<file path="src/design/kseq_pkg.sv">
// ----------------------------------------------------------------------------
// kseq_pkg
// Shared types, op codes and modifier helpers of the keyboard event queue.
// ----------------------------------------------------------------------------
package kseq_pkg;

  // Item op codes
  localparam logic [1:0] OP_KEY   = 2'd0;
  localparam logic [1:0] OP_POP   = 2'd1;
  localparam logic [1:0] OP_QUERY = 2'd2;

  localparam int unsigned QueueDepthDefault = 32;
  localparam int unsigned CmdFifoDepth      = 4;
  localparam int unsigned KeyCount          = 128;
  localparam int unsigned KeyW              = 7;

  // Modifier keys sit at 0x60..0x67: upper key bits select the group
  localparam logic [3:0] ModKeyGroup = 4'hC;

  // Ring entry: key, release flag, compact modifiers
  localparam int unsigned ModW   = 4;
  localparam int unsigned EntryW = KeyW + 1 + ModW;

  localparam int unsigned InDataW  = 24;
  localparam int unsigned OutDataW = 48;

  typedef struct packed {
    logic [1:0]      op;
    logic [KeyW-1:0] key;   // decoded key (key op) or queried key (query op)
    logic            up;    // release flag of a key op
    logic            hi;    // queried key is 128 or above
  } kseq_cmd_t;

  // Compact modifiers: [0] command, [1] shift, [2] option, [3] control
  function automatic logic [ModW-1:0] mod_compact(input logic [7:0] held);
    mod_compact = {held[3], held[4] | held[5], held[0] | held[1], held[6] | held[7]};
  endfunction

  function automatic logic [15:0] mod_word(input logic [ModW-1:0] m);
    mod_word = {3'b000, m[3], m[2], 1'b0, m[1], m[0], 8'h00};
  endfunction

endpackage

</file>
<file path="src/design/keyboard_scancode_event_queue_unit.sv">
// Path: command queue, pending stage, then output register. Throughput: one item
// per cycle while the output is taken; the back issues one command a cycle from
// the command queue, limited by the single write port of each memory.
// Reset: key map reads as all released, ring empty, modifiers clear; the
// ring contents stay undefined and need no clearing pass.
// ----------------------------------------------------------------------------
// keyboard_scancode_event_queue_unit
// Keyboard event block: decodes serial scan bytes, tracks held keys and
// modifiers, and queues press/release events for later popping.
// ----------------------------------------------------------------------------
module keyboard_scancode_event_queue_unit #(
  parameter int unsigned QUEUE_DEPTH = kseq_pkg::QueueDepthDefault
) (
  input  logic                            clk_i,
  input  logic                            rst_ni,
  input  logic                            s_axis_tvalid,
  output logic                            s_axis_tready,
  // [1:0] op, [9:2] serial_byte, [17:10] query_key, [23:18] zero
  input  logic [kseq_pkg::InDataW-1:0]    s_axis_tdata,
  output logic                            m_axis_tvalid,
  input  logic                            m_axis_tready,
  // [0] event_valid, [7:1] event_key, [8] event_down, [24:9] event_modifiers,
  // [25] key_is_down, [41:26] current_modifiers, [42] queue_dropped,
  // [47:43] zero
  output logic [kseq_pkg::OutDataW-1:0]   m_axis_tdata
);

  // Front to queue
  kseq_pkg::kseq_cmd_t fr_cmd;
  logic                fr_push;
  logic                q_full;

  // Queue to back
  kseq_pkg::kseq_cmd_t bk_cmd;
  logic                bk_valid;
  logic                bk_pop;

  // Decode and classify each item as it is accepted
  kseq_front u_front (
    .s_axis_tvalid_i (s_axis_tvalid),
    .s_axis_tready_o (s_axis_tready),
    .s_axis_tdata_i  (s_axis_tdata),
    .cmd_push_o      (fr_push),
    .cmd_o           (fr_cmd),
    .cmd_full_i      (q_full)
  );

  // Hold decoded commands so the front keeps taking items while the
  // result side stalls
  kseq_cmd_fifo u_cmd_fifo (
    .clk_i   (clk_i),
    .rst_ni  (rst_ni),
    .push_i  (fr_push),
    .cmd_i   (fr_cmd),
    .full_o  (q_full),
    .pop_i   (bk_pop),
    .valid_o (bk_valid),
    .cmd_o   (bk_cmd)
  );

  // Update the key map and ring, then register the result item
  kseq_back #(
    .QUEUE_DEPTH (QUEUE_DEPTH)
  ) u_back (
    .clk_i           (clk_i),
    .rst_ni          (rst_ni),
    .cmd_valid_i     (bk_valid),
    .cmd_i           (bk_cmd),
    .cmd_pop_o       (bk_pop),
    .m_axis_tvalid_o (m_axis_tvalid),
    .m_axis_tready_i (m_axis_tready),
    .m_axis_tdata_o  (m_axis_tdata)
  );

endmodule

</file>
<file path="src/design/kseq_front.sv">
// ----------------------------------------------------------------------------
// kseq_front
// Accepts items and decodes serial bytes into key commands for the queue.
// ----------------------------------------------------------------------------
module kseq_front (
  input  logic                            s_axis_tvalid_i,
  output logic                            s_axis_tready_o,
  // [1:0] op, [9:2] serial_byte, [17:10] query_key, [23:18] zero
  input  logic [kseq_pkg::InDataW-1:0]    s_axis_tdata_i,
  output logic                            cmd_push_o,
  output kseq_pkg::kseq_cmd_t             cmd_o,
  input  logic                            cmd_full_i
);

  logic [1:0] op;
  logic [7:0] sbyte;
  logic [7:0] qkey;
  logic [7:0] code;
  logic [7:0] rot;

  assign op    = s_axis_tdata_i[1:0];
  assign sbyte = s_axis_tdata_i[9:2];
  assign qkey  = s_axis_tdata_i[17:10];

  // invert, then rotate right by one
  assign code = ~sbyte;
  assign rot  = {code[0], code[7:1]};

  always_comb begin
    cmd_o.op  = op;
    cmd_o.up  = rot[7];
    cmd_o.hi  = qkey[7];
    if (op == kseq_pkg::OP_KEY) begin
      cmd_o.key = rot[6:0];
    end else begin
      cmd_o.key = qkey[6:0];
    end
  end

  assign s_axis_tready_o = ~cmd_full_i;
  assign cmd_push_o      = s_axis_tvalid_i & ~cmd_full_i;

endmodule

</file>
<file path="src/design/kseq_cmd_fifo.sv">
// ----------------------------------------------------------------------------
// kseq_cmd_fifo
// Short command queue between the front and the back.
// ----------------------------------------------------------------------------
module kseq_cmd_fifo (
  input  logic                 clk_i,
  input  logic                 rst_ni,
  input  logic                 push_i,
  input  kseq_pkg::kseq_cmd_t  cmd_i,
  output logic                 full_o,
  input  logic                 pop_i,
  output logic                 valid_o,
  output kseq_pkg::kseq_cmd_t  cmd_o
);

  localparam int unsigned Depth = kseq_pkg::CmdFifoDepth;
  localparam int unsigned PtrW  = $clog2(Depth);
  localparam int unsigned CntW  = $clog2(Depth + 1);

  kseq_pkg::kseq_cmd_t slot_q [Depth];
  logic [PtrW-1:0] wp_q, wp_d, rp_q, rp_d;
  logic [CntW-1:0] cnt_q, cnt_d;
  logic            do_push, do_pop;

  assign full_o  = (cnt_q == CntW'(Depth));
  assign valid_o = (cnt_q != '0);
  assign cmd_o   = slot_q[rp_q];
  assign do_push = push_i & ~full_o;
  assign do_pop  = pop_i & valid_o;

  always_comb begin
    wp_d  = do_push ? wp_q + 1'b1 : wp_q;
    rp_d  = do_pop  ? rp_q + 1'b1 : rp_q;
    cnt_d = cnt_q;
    if (do_push && !do_pop) begin
      cnt_d = cnt_q + 1'b1;
    end else if (do_pop && !do_push) begin
      cnt_d = cnt_q - 1'b1;
    end
  end

  always_ff @(posedge clk_i or negedge rst_ni) begin
    if (!rst_ni) begin
      wp_q  <= '0;
      rp_q  <= '0;
      cnt_q <= '0;
    end else begin
      wp_q  <= wp_d;
      rp_q  <= rp_d;
      cnt_q <= cnt_d;
    end
  end

  always_ff @(posedge clk_i) begin
    if (do_push) begin
      slot_q[wp_q] <= cmd_i;
    end
  end

endmodule

</file>
<file path="src/design/kseq_back.sv">
// ----------------------------------------------------------------------------
// kseq_back
// Executes commands: key map, modifier state, event ring, result register.
// ----------------------------------------------------------------------------
module kseq_back #(
  parameter int unsigned QUEUE_DEPTH = kseq_pkg::QueueDepthDefault
) (
  input  logic                            clk_i,
  input  logic                            rst_ni,
  input  logic                            cmd_valid_i,
  input  kseq_pkg::kseq_cmd_t             cmd_i,
  output logic                            cmd_pop_o,
  output logic                            m_axis_tvalid_o,
  input  logic                            m_axis_tready_i,
  output logic [kseq_pkg::OutDataW-1:0]   m_axis_tdata_o
);

  localparam int unsigned PtrW   = (QUEUE_DEPTH > 1) ? $clog2(QUEUE_DEPTH) : 1;
  localparam int unsigned KeyW   = kseq_pkg::KeyW;
  localparam int unsigned ModW   = kseq_pkg::ModW;
  localparam int unsigned EntryW = kseq_pkg::EntryW;
  localparam logic [PtrW-1:0] PtrLast = PtrW'(QUEUE_DEPTH - 1);

  // Memories
  logic [EntryW-1:0] ring_mem [QUEUE_DEPTH];
  logic              map_mem  [kseq_pkg::KeyCount];
  logic [kseq_pkg::KeyCount-1:0] map_vld_q;

  // Control state
  logic [PtrW-1:0] wp_q, wp_d, rp_q, rp_d, wp_nxt, rp_nxt;
  logic [7:0]      mod_q, mod_d;

  // Pending stage
  logic            pend_q;
  logic            pend_evt_q, pend_drop_q, pend_qry_q;
  logic [ModW-1:0] pend_cmod_q;
  logic [EntryW-1:0] ring_rd_q;
  logic            map_rd_q;

  // Output register
  logic            out_vld_q;
  logic [kseq_pkg::OutDataW-1:0] out_data_q, out_data_d;

  logic issue, out_load, pend_adv;
  logic is_key, is_pop, is_qry;
  logic full, empty, do_push, do_pop;
  logic [ModW-1:0] cmod_nxt;

  assign out_load  = pend_q & (~out_vld_q | m_axis_tready_i);
  assign pend_adv  = out_load;
  assign issue     = cmd_valid_i & (~pend_q | pend_adv);
  assign cmd_pop_o = issue;

  assign is_key = (cmd_i.op == kseq_pkg::OP_KEY);
  assign is_pop = (cmd_i.op == kseq_pkg::OP_POP);
  assign is_qry = (cmd_i.op == kseq_pkg::OP_QUERY);

  assign wp_nxt  = (wp_q == PtrLast) ? '0 : wp_q + 1'b1;
  assign rp_nxt  = (rp_q == PtrLast) ? '0 : rp_q + 1'b1;
  assign full    = (wp_nxt == rp_q);
  assign empty   = (wp_q == rp_q);
  assign do_push = issue & is_key & ~full;
  assign do_pop  = issue & is_pop & ~empty;

  // Modifier keys shadowed in flops so the word is ready every cycle
  always_comb begin
    mod_d = mod_q;
    if (issue && is_key && cmd_i.key[KeyW-1:3] == kseq_pkg::ModKeyGroup) begin
      mod_d[cmd_i.key[2:0]] = ~cmd_i.up;
    end
  end
  assign cmod_nxt = kseq_pkg::mod_compact(mod_d);

  assign wp_d = do_push ? wp_nxt : wp_q;
  assign rp_d = do_pop  ? rp_nxt : rp_q;

  always_ff @(posedge clk_i or negedge rst_ni) begin
    if (!rst_ni) begin
      wp_q      <= '0;
      rp_q      <= '0;
      mod_q     <= '0;
      map_vld_q <= '0;
      pend_q    <= 1'b0;
      out_vld_q <= 1'b0;
    end else begin
      wp_q  <= wp_d;
      rp_q  <= rp_d;
      mod_q <= mod_d;
      if (issue && is_key) begin
        map_vld_q[cmd_i.key] <= 1'b1;
      end
      if (issue) begin
        pend_q <= 1'b1;
      end else if (pend_adv) begin
        pend_q <= 1'b0;
      end
      if (out_load) begin
        out_vld_q <= 1'b1;
      end else if (m_axis_tready_i) begin
        out_vld_q <= 1'b0;
      end
    end
  end

  // Key map memory: write on key ops, registered read on issue
  always_ff @(posedge clk_i) begin
    if (issue && is_key) begin
      map_mem[cmd_i.key] <= ~cmd_i.up;
    end
    if (issue) begin
      map_rd_q <= map_mem[cmd_i.key] & map_vld_q[cmd_i.key];
    end
  end

  // Event ring memory
  always_ff @(posedge clk_i) begin
    if (do_push) begin
      ring_mem[wp_q] <= {cmod_nxt, cmd_i.up, cmd_i.key};
    end
    if (do_pop) begin
      ring_rd_q <= ring_mem[rp_q];
    end
  end

  // Pending payload
  always_ff @(posedge clk_i) begin
    if (issue) begin
      pend_evt_q  <= is_pop & ~empty;
      pend_drop_q <= is_key & full;
      pend_qry_q  <= is_qry & ~cmd_i.hi;
      pend_cmod_q <= cmod_nxt;
    end
  end

  always_comb begin
    out_data_d        = '0;
    out_data_d[0]     = pend_evt_q;
    out_data_d[7:1]   = pend_evt_q ? ring_rd_q[KeyW-1:0] : '0;
    out_data_d[8]     = pend_evt_q & ~ring_rd_q[KeyW];
    out_data_d[24:9]  = pend_evt_q ? kseq_pkg::mod_word(ring_rd_q[EntryW-1:KeyW+1]) : '0;
    out_data_d[25]    = pend_qry_q & map_rd_q;
    out_data_d[41:26] = kseq_pkg::mod_word(pend_cmod_q);
    out_data_d[42]    = pend_drop_q;
  end

  always_ff @(posedge clk_i) begin
    if (out_load) begin
      out_data_q <= out_data_d;
    end
  end

  assign m_axis_tvalid_o = out_vld_q;
  assign m_axis_tdata_o  = out_data_q;

endmodule
</file>
<file path="config.mk">
export PLATFORM = sky130hd
export DESIGN_NAME = keyboard_scancode_event_queue_unit
export DESIGN_NICKNAME = d
export VERILOG_FILES = /design/src/design/kseq_pkg.sv /design/src/design/keyboard_scancode_event_queue_unit.sv /design/src/design/kseq_front.sv /design/src/design/kseq_cmd_fifo.sv /design/src/design/kseq_back.sv
export SDC_FILE = /design/constraint.sdc
export NUM_CORES = 1
export LEC_CHECK = 0
export BUFFER_PORTS_ARGS = -buffer_cell sky130_fd_sc_hd__buf_2
export CORE_ASPECT_RATIO = 0.75
export CORE_MARGIN = 2
export CORE_UTILIZATION = 40
export CTS_CLUSTER_SIZE = 40
export DETAILED_ROUTE_END_ITERATION = 6
export PLACE_DENSITY = 0.58
export REMOVE_ABC_BUFFERS = 1
export SLEW_MARGIN = 15
export SYNTH_ARGS = -nofsm -noshare
export SYNTH_HDL_FRONTEND = slang
export SYNTH_SLANG_ARGS = --single-unit
</file>
<file path="constraint.sdc">
create_clock -name clk_i -period 9.8 [get_ports clk_i]
set_clock_uncertainty 0.05 [all_clocks]
set_input_delay 1.96 -clock clk_i [delete_from_list [all_inputs] [get_ports clk_i]]
set_output_delay 1.96 -clock clk_i [all_outputs]
set_load 0.05 [all_outputs]
</file>
Word level (Yosys, flattened, before mapping)
Memories as Yosys holds them, arrays and structs flattened. A register that Yosys moved wholly into a read port is not among the register bits.
Index checks and enable logic that the tools add are counted.

storage, ports and cells
  bits in registers = 194
  latch bits = 0
  memory bits (writable) = 556
  ROM bits = 0
  bits of input ports = 28
  word-level logic and storage cells = 105
  memories kept = 3

memories
  name               depth  bits a word  read ports  clocked after memory_dff  wr ports  line                 RTL
  u_back.ring_mem    32     12           1           1                         1         kseq_back.sv:25      logic [EntryW-1:0] ring_mem [QUEUE_DEPTH];
  u_back.map_mem     128    1            1           0                         1         kseq_back.sv:26      logic map_mem [kseq_pkg::KeyCount];
  u_cmd_fifo.slot_q  4      11           1           0                         1         kseq_cmd_fifo.sv:20  kseq_pkg::kseq_cmd_t slot_q [Depth];

operators by class
  $add $sub $neg = 6
  multiply operators = 0
  div/mod/pow operators = 0
  order comparisons = 4
  eq/ne operators = 8
  shifts and indexed selects = 0
  multiplexer cells = 23
  bitwise gates (word level) = 30
  reductions and logical operators = 14

operators with widths
  cell                                                         count
  OR 128 bit                                                   1
  AND 1 bit                                                    15
  2-to-1 mux 1 bit                                             13
  adder 5 x 1 -> 5 bit (second input constant)                 2
  == test 5 bit                                                2
  == test 5 bit (second input constant)                        2
  2-to-1 mux 5 bit                                             2
  bitwise mux 8 bit                                            1
  less-than comparator 7 x 8 -> 1 bit (second input constant)  1
  2-to-1 mux 8 bit                                             1
  NOT 1 bit                                                    8
  NOT 8 bit                                                    1
  binary-select mux 1 bit (select 7 bit)                       1
  demux 1 bit (select 7 bit)                                   1
  >= comparator 7 x 1 -> 1 bit (second input constant)         1
  2-to-1 mux 7 bit                                             1
  logical AND 1 bit                                            6
  2-to-1 mux 3 bit                                             2
  nonzero test 2 bit                                           3
  OR 1 bit                                                     5
  adder 2 x 1 -> 2 bit (second input constant)                 2
  == test 4 bit (second input constant)                        1
  logical NOT 2 bit                                            2
  less-than comparator 3 x 4 -> 1 bit (second input constant)  1
  other kinds (9)                                              10

Depth between registers and ports, before layout
Gate-level depths: netlist of run 1.

  word-level depth = 9
  mapped depth = 14
  mapped depth without buffers = 10

By module
Synthesis of run 1 repeated with hierarchy kept, for this count alone.

unflattened totals
  cells, all modules = 1674
  area, all modules = 30310.3 um^2

by module, submodules not included
  module         times used  cells each  area each (um^2)
  kseq_back      1           1561        28113.2
  kseq_cmd_fifo  1           92          2055.7
  kseq_front     1           21          141.4

Worst setup path before layout of run 1
Ideal clock, no wire load.

  path kind = reg-to-reg
  start = register u_cmd_fifo.rp_q[0]
  end = register u_back.pend_cmod_q[0] (data pin)
  arrival time = 4.234 ns
  required time = 9.356 ns
  setup slack = 5.123 ns
  cell stages (with the launch flop) = 8
  buffers on the path = 3
  cell sequence = dfrtp_1 > buf_6 > buf_6 > mux4_2 > clkbuf_1 > inv_1 > nor3_2 > a2bb2oi_1

RTL lines
  item                    line                 RTL
  from (decl)             kseq_cmd_fifo.sv:21  logic [PtrW-1:0] wp_q, wp_d, rp_q, rp_d;
  from (signal assigned)  kseq_cmd_fifo.sv:49  rp_q <= rp_d;
  to (signal assigned)    kseq_back.sv:131     pend_cmod_q <= cmod_nxt;
  to (decl)               kseq_back.sv:36      logic [ModW-1:0] pend_cmod_q;

Final worst setup path of run 1
  start = register u_cmd_fifo.rp_q[1]
  end = memory u_back.map_mem[117] (enable)

on the way
  longest elaborated chain between the ends = 5

RTL lines
  item                                    line              RTL
  memory read (4 x 11 bit) *              n/a
  logical NOT 2 bit                       kseq_back.sv:54   assign is_key = (cmd_i.op == kseq_pkg::OP_KEY);
  logical AND 1 bit                       kseq_back.sv:107  if (issue && is_key) begin
  2-to-1 mux 1 bit                        kseq_back.sv:107
  2-to-1 mux 1 bit (not written as such)  kseq_back.sv:108  map_mem[cmd_i.key] <= ~cmd_i.up;
  to (decl)                               kseq_back.sv:26

Mark *: on every way between the ends. The rest lies on a longest branch, timed or not.

==> metrics.md, run 1 <==
| Metric | Value |
|---|---|
| DR DRC count | 0 |
| DP Cell Count | 2804 |
| Status | complete, no violations |
| Least-Margin Pin Slew | 1.17 ns |
| CTS sink cnt | 749 |
| Max Buffers Root-to-Sink | 3 |
| Pint | 6.96 mW |
| Dominant synthesized flop cell | edfxtp_1 |
| Commonest non-fill, non-tap cell in the layout | edfxtp_1 |
| Final core occ | 45.1% |
| Final std cell area, no fill | 34000 um^2 |
| WS Path Type | flip-flop to flip-flop |
| Die height | 243 um |
| Crit path DAT | 5.20 ns |
| Multi-input logic area | 8200 um^2 |
| Switching Share | 33.5% |
| Share of cells above drive strength 1 | 25.3% |
| Die area | 78500 um^2 |
| Aggregate global routing overflow | 0 |
| Min Tclk post-route | 4.97 ns |
| CP Max Fanout | 61 |
| Flop pwr share | 42.6% |
| WP data required | 10.03 ns |
| Final Cycle Share | 50.7% |
| Layout area overhead | 11.5% |
| Core area | 75300 um^2 |
| Synthesized area per cell | 17.1 um^2 |
| Placement-stage cell area | 31800 um^2 |
| Number of synthesized flops with an enable pin | 595 |
| Die W | 323 um |
| Hold-fix buffers, CTS | 0 |
| Register area | 21700 um^2 |
| CP dominant cell by count | buf_4 |
| Syn Inst Count | 1786 |
| Final hold violations | 0 |
| Final worst slack | 4.83 ns |
| LEAKAGE | 12.4 nW |
| CTS buffer count | 70 |
| Slowest CP cell | nand3_1 |
| Initial Utilization | 40.5% |
| H-Tree Depth | 3 |
| Number of global-route vias before repair | 15700 |
| FF+latch count, synth | 749 |
| GRT Total Usage | 17.4% |
| IO buf count | 42 |
| Finished Layout Cells | 2930 |
| Fin nets | 1894 |
| Final Power | 10.5 mW |
| I/O pin total | 78 |
| Maximum VDD drop | 0.000221 V |
| Initial DRC count | 1453 |
| WL/cell | 23.0 um |
| Logic gate share of total power | 32.0% |
| Root Buffer | clkbuf_16 |
| Sw Pwr | 3.51 mW |
| Filler cell count | 6545 |
| CP startpoint kind | flip-flop |
| Site row count | 87 |
| FMAX | 0.201 GHz |
| Synth warn | 0 |
| Synthesized cell area | 30500 um^2 |
| Insertion delay to the later sink of the worst-skew pair | 0.61 ns |
| Most frequent cells in the layout | edfxtp_1, dfrtp_1, nor2_1, mux2i_1, mux4_2 |
| Slew Limit Fails | 0 |
| Setup Fix Bufs, Post-CTS | 0 |
| Total number of vias | 15500 |
| Ant diodes | 0 |
| Hold crit path type | flip-flop to flip-flop |
| Sequential element share of the synthesized area | 71.2% |
| Worst-path clk slew | 0.06 ns |
| RSZ-0062 raised after global routing | false |
| CP endpoint kind | flip-flop |
| Async set-reset flop share out of synthesis | 20.6% |
| Final HPWL DP | 40300 um |
| Initial antenna violation count | 1 |
| Via density | 5.29 |
| WL final | 67500 um |
| PD cells | 308 nW/um^2 |
| Drt first pass iters | 5 |
| Slew headroom | 22.0% |
| Post-cts resize count | 0 |
| Clock share of power | 25.5% |
| Final setup fails | 0 |
| Setup WS pre-CTS | 4.77 ns |
| Hold slack | 0.372 ns |
| CP cell instances | mux2i_1, nand2_1, o21ai_4, inv_6, buf_4, buf_4, nand3_1, nor2_1 |
| CTS tree | done |
| CP max stage delay | 0.99 ns |
| ANT nets after route | 0 |
| First-pass GRT wire length | 101000 um |
| Largest net degree at the start of global routing | 113 |
| GP Congestion | 0.767 |
| Netlist cell types | 56 |
| Max-cap violations | 0 |
| Setup TNS | 0 ns |
-- routing by layer --
layer  part of all wire [%]  wire length (um)  GRT usage, %
met1                     48             32400          27.0
met2                     44             29600          24.9
met3                    5.9              3980          3.27
met4                    2.2              1470          4.94
met5                      0                 0             0
-- power by group through the flow --
stage | Clock, mW | Sequential, mW | Combinational [mW]
finish | 2.67 | 4.45 | 3.35
floorplan | 0 | 4.66 | 2.15
global route | 2.86 | 4.50 | 3.60
CTS | 2.73 | 4.46 | 3.38
detailed placement | 0 | 4.52 | 3.37
global placement | 0 | 4.50 | 3.32
-- logic make-up after synthesis --
kind of cell,synth area share [%]
AO/OA/AOI/OAI,2.15
XOR/XNOR,0.402
adder cells (fa/ha/maj),0.558
buffers and inverters,2.33
flip-flops,71.2
multiplexers,15.5
other,0.0123
AND/OR/NAND/NOR,7.87
-- sequential cells by signal, indices dropped and copies added, names as in the netlist, 3 cells and up --
signal                 cells
u_back.m_axis_tdata_o     19
u_back.map_mem           128
u_back.map_vld_q         128
u_back.mod_q               7
u_back.pend_cmod_q         4
u_back.ring_mem          384
u_back.ring_rd_q          12
u_back.rp_q                5
u_back.wp_q                5
u_cmd_fifo.cnt_q           3
u_cmd_fifo.slot_q         44
-- final timing paths --
path                                                 startpoint                                  end  slack [ns]  cells past startpoint
worst min-delay path            u_back.pend_cmod_q[2]$_DFFE_PP_  u_back.m_axis_tdata_o[37]$_DFFE_PP_        0.37                      0
worst max register to register   u_cmd_fifo.rp_q[1]$_DFFE_PN0P_        u_back.map_mem[117]$_DFFE_PP_        4.83                      8
worst max-delay path             u_cmd_fifo.rp_q[1]$_DFFE_PN0P_        u_back.map_mem[117]$_DFFE_PP_        4.83                      8
max in group asynchronous                                rst_ni           u_back.rp_q[1]$_DFFE_PN0P_        6.74                      2
worst min register to register  u_back.pend_cmod_q[2]$_DFFE_PP_  u_back.m_axis_tdata_o[37]$_DFFE_PP_        0.37                      0
min in group asynchronous                                rst_ni     u_back.map_vld_q[43]$_DFFE_PN0P_        1.41                      1
-- worst max-delay path: cells and delay by family, from the launching register on --
kind	cells	cell delay [ns]
AOI/OAI and AO/OA	1	0.19
DFF	1	0.75
muxes	1	0.16
buffers and inverters	3	1.85
and+or+nand+nor	3	1.58
-- Yosys cell counts, drive strengths merged, types with 14 or more instances --
cell type  instances  area share (%)
edfxtp           595              59
a21oi             18            0.30
clkbuf            20            0.25
nand3             20            0.33
buf               93             1.9
nand2b            14            0.29
and2              19            0.39
nor3              24            0.48
mux2i            140             4.6
dfrtp            154              13
or2              127             2.6
mux2              24            0.89
nor2             158             1.9
mux4             135              10
o21ai             28            0.50
nand2             82             1.0
inv               16            0.20
-- layout make-up --
type	instances	share of cell area [%]
multi-input combinational	936	24.1
sequential	749	63.9
timing repair buffer	80	1.48
tap	1023	3.77
clock buffer	107	5.96
clock inverter	19	0.545
inverter	16	0.191
No activity file was read; power rests on OpenSTA's default activity.
==> run 2: changes to the inputs <==
--- a/config.mk
+++ b/config.mk
@@ -11,7 +11,7 @@
 export CORE_UTILIZATION = 40
 export CTS_CLUSTER_SIZE = 40
 export DETAILED_ROUTE_END_ITERATION = 6
-export PLACE_DENSITY = 0.58
+export PLACE_DENSITY = 0.6
 export REMOVE_ABC_BUFFERS = 1
 export SLEW_MARGIN = 15
 export SYNTH_ARGS = -nofsm -noshare
==> constraint.sdc (replaced) <==
create_clock -name clk_i -period 4.2 [get_ports clk_i]
set_clock_uncertainty 0.05 [all_clocks]
set_input_delay 0.84 -clock clk_i [delete_from_list [all_inputs] [get_ports clk_i]]
set_output_delay 0.84 -clock clk_i [all_outputs]
set_load 0.05 [all_outputs]
==> run 2 against run 1 <==
Compared with the run above: the flow now finishes with violations (DRC); global-route usage about the same; combinational power up 140%; sequential cell count unchanged; die area unchanged; critical path depth up 1; sequential share of layout area down 0.69 points; sequential power up 130%; setup slack worse by 4.3 ns; non-clock buffer count up 60; critical endpoint is now u_back.map_rd_q$_DFFE_PP_; highest routed layer unchanged.
==> metrics.md, run 2 (same netlist as run 1, synthesis figures left out) <==
| Metric | Value |
|---|---|
| WS Path Type | flip-flop to flip-flop |
| Final setup fails | 0 |
| Placement-stage cell area | 32200 um^2 |
| Share of cells above drive strength 1 | 26.9% |
| Failing checks | DRC |
| Site row count | 87 |
| Final Cycle Share | 86.5% |
| Maximum VDD drop | 0.000511 V |
| Initial DRC count | 1330 |
| IO buf count | 42 |
| GRT Total Usage | 17.4% |
| Root Buffer | clkbuf_16 |
| Min Tclk post-route | 3.63 ns |
| CP startpoint kind | flip-flop |
| Die height | 243 um |
| Max Buffers Root-to-Sink | 3 |
| Number of global-route vias before repair | 16200 |
| CP endpoint kind | flip-flop |
| Top Registers | u_back.ring_mem x384, u_back.map_mem x128, u_back.map_vld_q x128 |
| FMAX | 0.275 GHz |
| Largest net degree at the start of global routing | 94 |
| Final hold violations | 0 |
| Ant diodes | 0 |
| PD cells | 706 nW/um^2 |
| Die area | 78500 um^2 |
| LEAKAGE | 12.7 nW |
| Initial Utilization | 40.5% |
| First-pass GRT wire length | 102000 um |
| Via density | 5.29 |
| Slew headroom | 33.2% |
| Total number of vias | 15800 |
| H-Tree Depth | 3 |
| CTS buffer count | 69 |
| Final HPWL DP | 41300 um |
| I/O pin total | 78 |
| Layout area overhead | 12.7% |
| CP Max Fanout | 20 |
| Final core occ | 45.6% |
| Worst-path clk slew | 0.06 ns |
| CTS sink cnt | 749 |
| ANT nets after route | 0 |
| Crit path DAT | 4.07 ns |
| Core area | 75300 um^2 |
| Max-cap violations | 0 |
| Most frequent cells in the layout | edfxtp_1, nor2_1, dfrtp_1, mux2i_1, mux4_2 |
| Slew Limit Fails | 0 |
| Hold slack | 0.202 ns |
| Setup Fix Bufs, Post-CTS | 0 |
| Hold-fix buffers, CTS | 0 |
| Hold crit path type | primary input to asynchronous set/reset pin |
| Number of flip-flops in the largest register | 384 |
| Slowest CP cell | mux4_2 |
| DR DRC count | 5 |
| WL final | 67400 um |
| Worst R2R Path Depth | 9 |
| CTS tree | done |
| CP cell instances | buf_4, mux4_2, buf_4, nor2b_1, o21ai_0, nor3_1, a22oi_1, a211oi_1, buf_4 |
| Reg with most FFs | u_back.ring_mem |
| Die W | 323 um |
| Insertion delay to the later sink of the worst-skew pair | 0.61 ns |
| Fin nets | 1953 |
| WP data required | 4.63 ns |
| CP dominant cell by count | buf_4 |
| WL/cell | 22.5 um |
| Post-cts resize count | 0 |
| Initial antenna violation count | 1 |
| Final std cell area, no fill | 34400 um^2 |
| RSZ-0062 raised after global routing | false |
| Commonest non-fill, non-tap cell in the layout | edfxtp_1 |
| GP Congestion | 0.813 |
| Drt first pass iters | 7 |
| Status | finished, violations left |
| Aggregate global routing overflow | 0 |
| CP max stage delay | 0.73 ns |
| Least-Margin Pin Slew | 0.994 ns |
## run 2: changes by cell type in the layout (fill, tap and decap cells not counted), moves of 3 or more
cell,previous run,this run
clkinv_1,8,11
buf_12,0,4
inv_6,1,6
nor2_1,150,158
clkbuf_8,7,3
nor2_2,8,0
buf_4,38,93
## run 2: path summary, 6_finish.rpt
check	slack (ns)	to	start
max	0.57	u_back.map_rd_q$_DFFE_PP_	u_cmd_fifo.rp_q[0]$_DFFE_PN0P_
max reg2reg	0.57	u_back.map_rd_q$_DFFE_PP_	u_cmd_fifo.rp_q[0]$_DFFE_PN0P_
min	0.20	u_back.map_vld_q[58]$_DFFE_PN0P_	rst_ni
min reg2reg	0.37	u_back.m_axis_tdata_o[42]$_DFFE_PP_	u_back.pend_drop_q$_DFFE_PP_
max in group asynchronous	3.04	u_back.map_vld_q[15]$_DFFE_PN0P_	rst_ni
min in group clk_i	0.37	u_back.m_axis_tdata_o[42]$_DFFE_PP_	u_back.pend_drop_q$_DFFE_PP_
## run 2: layout make-up
cell class	count	area, um^2
clock buffers	103	1930
clock inverters	23	170
fillers	6511	41000
inverters	16	65.1
multi-input cells	936	8180
flip-flops and latches	749	21700
well taps	1023	1280
repair buffers	140	1010
## run 2: per-layer routing
metal | vias to the layer above | share of wire, % | global-route usage, % | wire length, um
met5 | - | 0 | 0 | 0
met4 | 0 | 1.9 | 4.49 | 1260
met3 | 90 | 5.2 | 2.76 | 3520
met2 | 448 | 46 | 26.2 | 30800
met1 | 8257 | 47 | 26.2 | 31800
li1 | 7011 | - | - | -
## run 2: stage by stage
step	power [mW]	instances	setup WS (ns)	TNS [ns]
after floorplan	15.9	1701	-1.91	-816.70
after detailed placement	18.5	2863	0.583	0
after global routing	25.4	2990	0.441	0
after global placement	18.3	2863	0.545	0
final	24.3	2990	0.566	0
after CTS	24.5	2989	0.558	0
## run 2: worst max-delay path: cells and delay by family, from the launching register on
family / cells / cell delay (ns)
AND/OR/NAND/NOR: 2 / 0.84
multiplexers: 1 / 0.73
AO/OA/AOI/OAI: 3 / 0.60
flip-flops: 1 / 0.48
buffers and inverters: 3 / 0.77
## run 2: report_power, final
| part | internal (mW) | switching, mW | leakage, nW |
|---|---|---|---|
| Combinational | 3.07 | 4.97 | 4.18 |
| Clock | 3.31 | 2.66 | 1.02 |
| Sequential | 9.79 | 0.454 | 7.49 |
| Total | 16.2 | 8.08 | 12.7 |
==> run 3: changes to the inputs <==
--- a/config.mk
+++ b/config.mk
@@ -6,7 +6,7 @@
 export NUM_CORES = 1
 export LEC_CHECK = 0
 export BUFFER_PORTS_ARGS = -buffer_cell sky130_fd_sc_hd__buf_2
-export CORE_ASPECT_RATIO = 0.75
+export CORE_ASPECT_RATIO = 1.1
 export CORE_MARGIN = 2
 export CORE_UTILIZATION = 40
 export CTS_CLUSTER_SIZE = 40
==> run 3 against run 2 <==
Compared with the run above: via count down 0.23%; critical endpoint unchanged; critical path type unchanged; the flow now finishes without violations; clock-buffer cell count up 4; non-clock buffer count down 3; largest power group unchanged; highest routed layer unchanged; register-to-register slack worse by 0.30 ns; final cell count up 0.74%; routed wire length down 2.0%.
==> metrics.md, run 3 (same netlist as run 1, synthesis figures left out) <==
| Metric | Value |
|---|---|
| CTS buffer count | 79 |
| Multi-input logic area | 8180 um^2 |
| PD cells | 723 nW/um^2 |
| WL final | 66000 um |
| Final hold violations | 0 |
| Total number of vias | 15800 |
| Maximum VDD drop | 0.000566 V |
| Die height | 294 um |
| Hold-fix buffers, CTS | 0 |
| Number of flip-flops in the largest register | 384 |
| Final core occ | 46.2% |
| Largest net degree at the start of global routing | 129 |
| Commonest non-fill, non-tap cell in the layout | edfxtp_1 |
| Least-Margin Pin Slew | 1.12 ns |
| First-pass GRT wire length | 100000 um |
| Setup WS pre-CTS | 0.220 ns |
| CTS tree | done |
| Site row count | 106 |
| Slew headroom | 25.3% |
| GP Congestion | 0.772 |
| Fin nets | 1960 |
| Most frequent cells in the layout | edfxtp_1, nor2_1, dfrtp_1, mux2i_1, mux4_2 |
| WS Path Type | flip-flop to flip-flop |
| Drt first pass iters | 5 |
| Reg with most FFs | u_back.ring_mem |
| Placement-stage cell area | 32300 um^2 |
| Die W | 267 um |
| Final setup fails | 0 |
| Final std cell area, no fill | 35000 um^2 |
| Crit path DAT | 4.26 ns |
| Initial antenna violation count | 0 |
| Final Cycle Share | 93.6% |
| Finished Layout Cells | 3012 |
| LEAKAGE | 13.0 nW |
| Layout area overhead | 14.6% |
| Via density | 5.24 |
| GRT Total Usage | 17.1% |
| Ant diodes | 0 |
| WP data required | 4.52 ns |
| Worst R2R Path Depth | 8 |
| Setup TNS | 0 ns |
| Number of global-route vias before repair | 16300 |
| Reg2Reg Setup Slack | 0.27 ns |
| I/O pin total | 78 |
| CP Max Fanout | 37 |
| Max-cap violations | 0 |
| Filler cell count | 6452 |
| Worst r2r src | u_cmd_fifo.rp_q[0]$_DFFE_PN0P_ |
| Slew Limit Fails | 0 |
| Worst-path clk slew | 0.06 ns |
| Setup Fix Bufs, Post-CTS | 0 |
| Root Buffer | clkbuf_16 |
| CTS sink cnt | 749 |
| Min Tclk post-route | 3.93 ns |
| IO buf count | 42 |
| RSZ-0062 raised after global routing | false |
| Top Registers | u_back.ring_mem x384, u_back.map_mem x128, u_back.map_vld_q x128 |
| H-Tree Depth | 3 |
| Hold slack | 0.237 ns |
| End of the worst register-to-register path | u_back.map_rd_q$_DFFE_PP_ |
| Initial Utilization | 40.3% |
| Share of cells above drive strength 1 | 28.1% |
| CP startpoint kind | flip-flop |
| Final worst slack | 0.267 ns |
| Initial DRC count | 1177 |
| DR DRC count | 0 |
| Aggregate global routing overflow | 0 |
| CP endpoint kind | flip-flop |
| ANT nets after route | 0 |
| Insertion delay to the later sink of the worst-skew pair | 0.63 ns |
| WL/cell | 21.9 um |
| Final Power | 25.3 mW |
| Register area | 21700 um^2 |
| DP Cell Count | 2864 |
| Post-cts resize count | 0 |
| Die area | 78500 um^2 |
| FMAX | 0.254 GHz |
| Status | complete, no violations |
| Max Buffers Root-to-Sink | 3 |
| Final HPWL DP | 40300 um |
| Core area | 75700 um^2 |
| Hold crit path type | primary input to asynchronous set/reset pin |
run 3: cell count changes in the layout (fill, tap and decap cells not counted), sizes merged:
| cell | delta |
|---|---|
| clkinv | +10 |
| buf | -3 |
| inv | -1 |
| clkinvlp | +2 |
| clkbuf | +4 |
| bufinv | +7 |
run 3: worst max-delay path by stage:
stage                                   start  slack (ns)                                to  cells past startpoint
6_report       u_cmd_fifo.rp_q[0]$_DFFE_PN0P_        0.27         u_back.map_rd_q$_DFFE_PP_                      8
5_1_grt        u_cmd_fifo.rp_q[0]$_DFFE_PN0P_        0.14         u_back.map_rd_q$_DFFE_PP_                      8
4_1_cts        u_cmd_fifo.rp_q[0]$_DFFE_PN0P_        0.20         u_back.map_rd_q$_DFFE_PP_                      8
3_5_place_dp   u_cmd_fifo.rp_q[0]$_DFFE_PN0P_        0.22         u_back.map_rd_q$_DFFE_PP_                      8
3_3_place_gp   u_cmd_fifo.rp_q[0]$_DFFE_PN0P_        0.22         u_back.map_rd_q$_DFFE_PP_                      8
2_1_floorplan      u_back.rp_q[0]$_DFFE_PN0P_       -1.91  u_back.ring_mem[10][0]$_DFFE_PP_                      7
run 3: per-layer routing:
metal / global-route usage (%) / vias to the layer above / part of all wire, %
met1: 22.6 / 8246 / 42
met5: 0 / - / 0
met2: 28.8 / 363 / 51
met3: 2.95 / 123 / 4.3
li1: - / 7037 / -
met4: 5.91 / 0 / 2.8
run 3: worst max-delay path: stages, from the launching register on:
cell and delay, ns:
dfrtp_1 0.80, mux4_4 0.89, buf_4 0.39, nor2b_1 0.20, a211oi_1 0.07, a211o_1 0.28
a21boi_0 0.35, o31ai_1 0.20, a211oi_1 0.43
run 3: cell type report:
class                      instances  share of cell area [%]
clock buffer                     107                    6.31
clock inverter                    41                    1.39
sequential                       749                    62.2
inverter                          16                   0.186
tap                             1026                    3.67
timing repair buffer             137                    2.88
multi-input combinational        936                    23.4
run 3: report_power, final:
group	internal [mW]	total, mW	switching [mW]	leakage [nW]
registers	9.81	10.3	0.497	7.49
logic	3.08	7.84	4.77	4.17
clock network	4.27	7.13	2.87	1.31
total	17.2	25.3	8.13	13.0
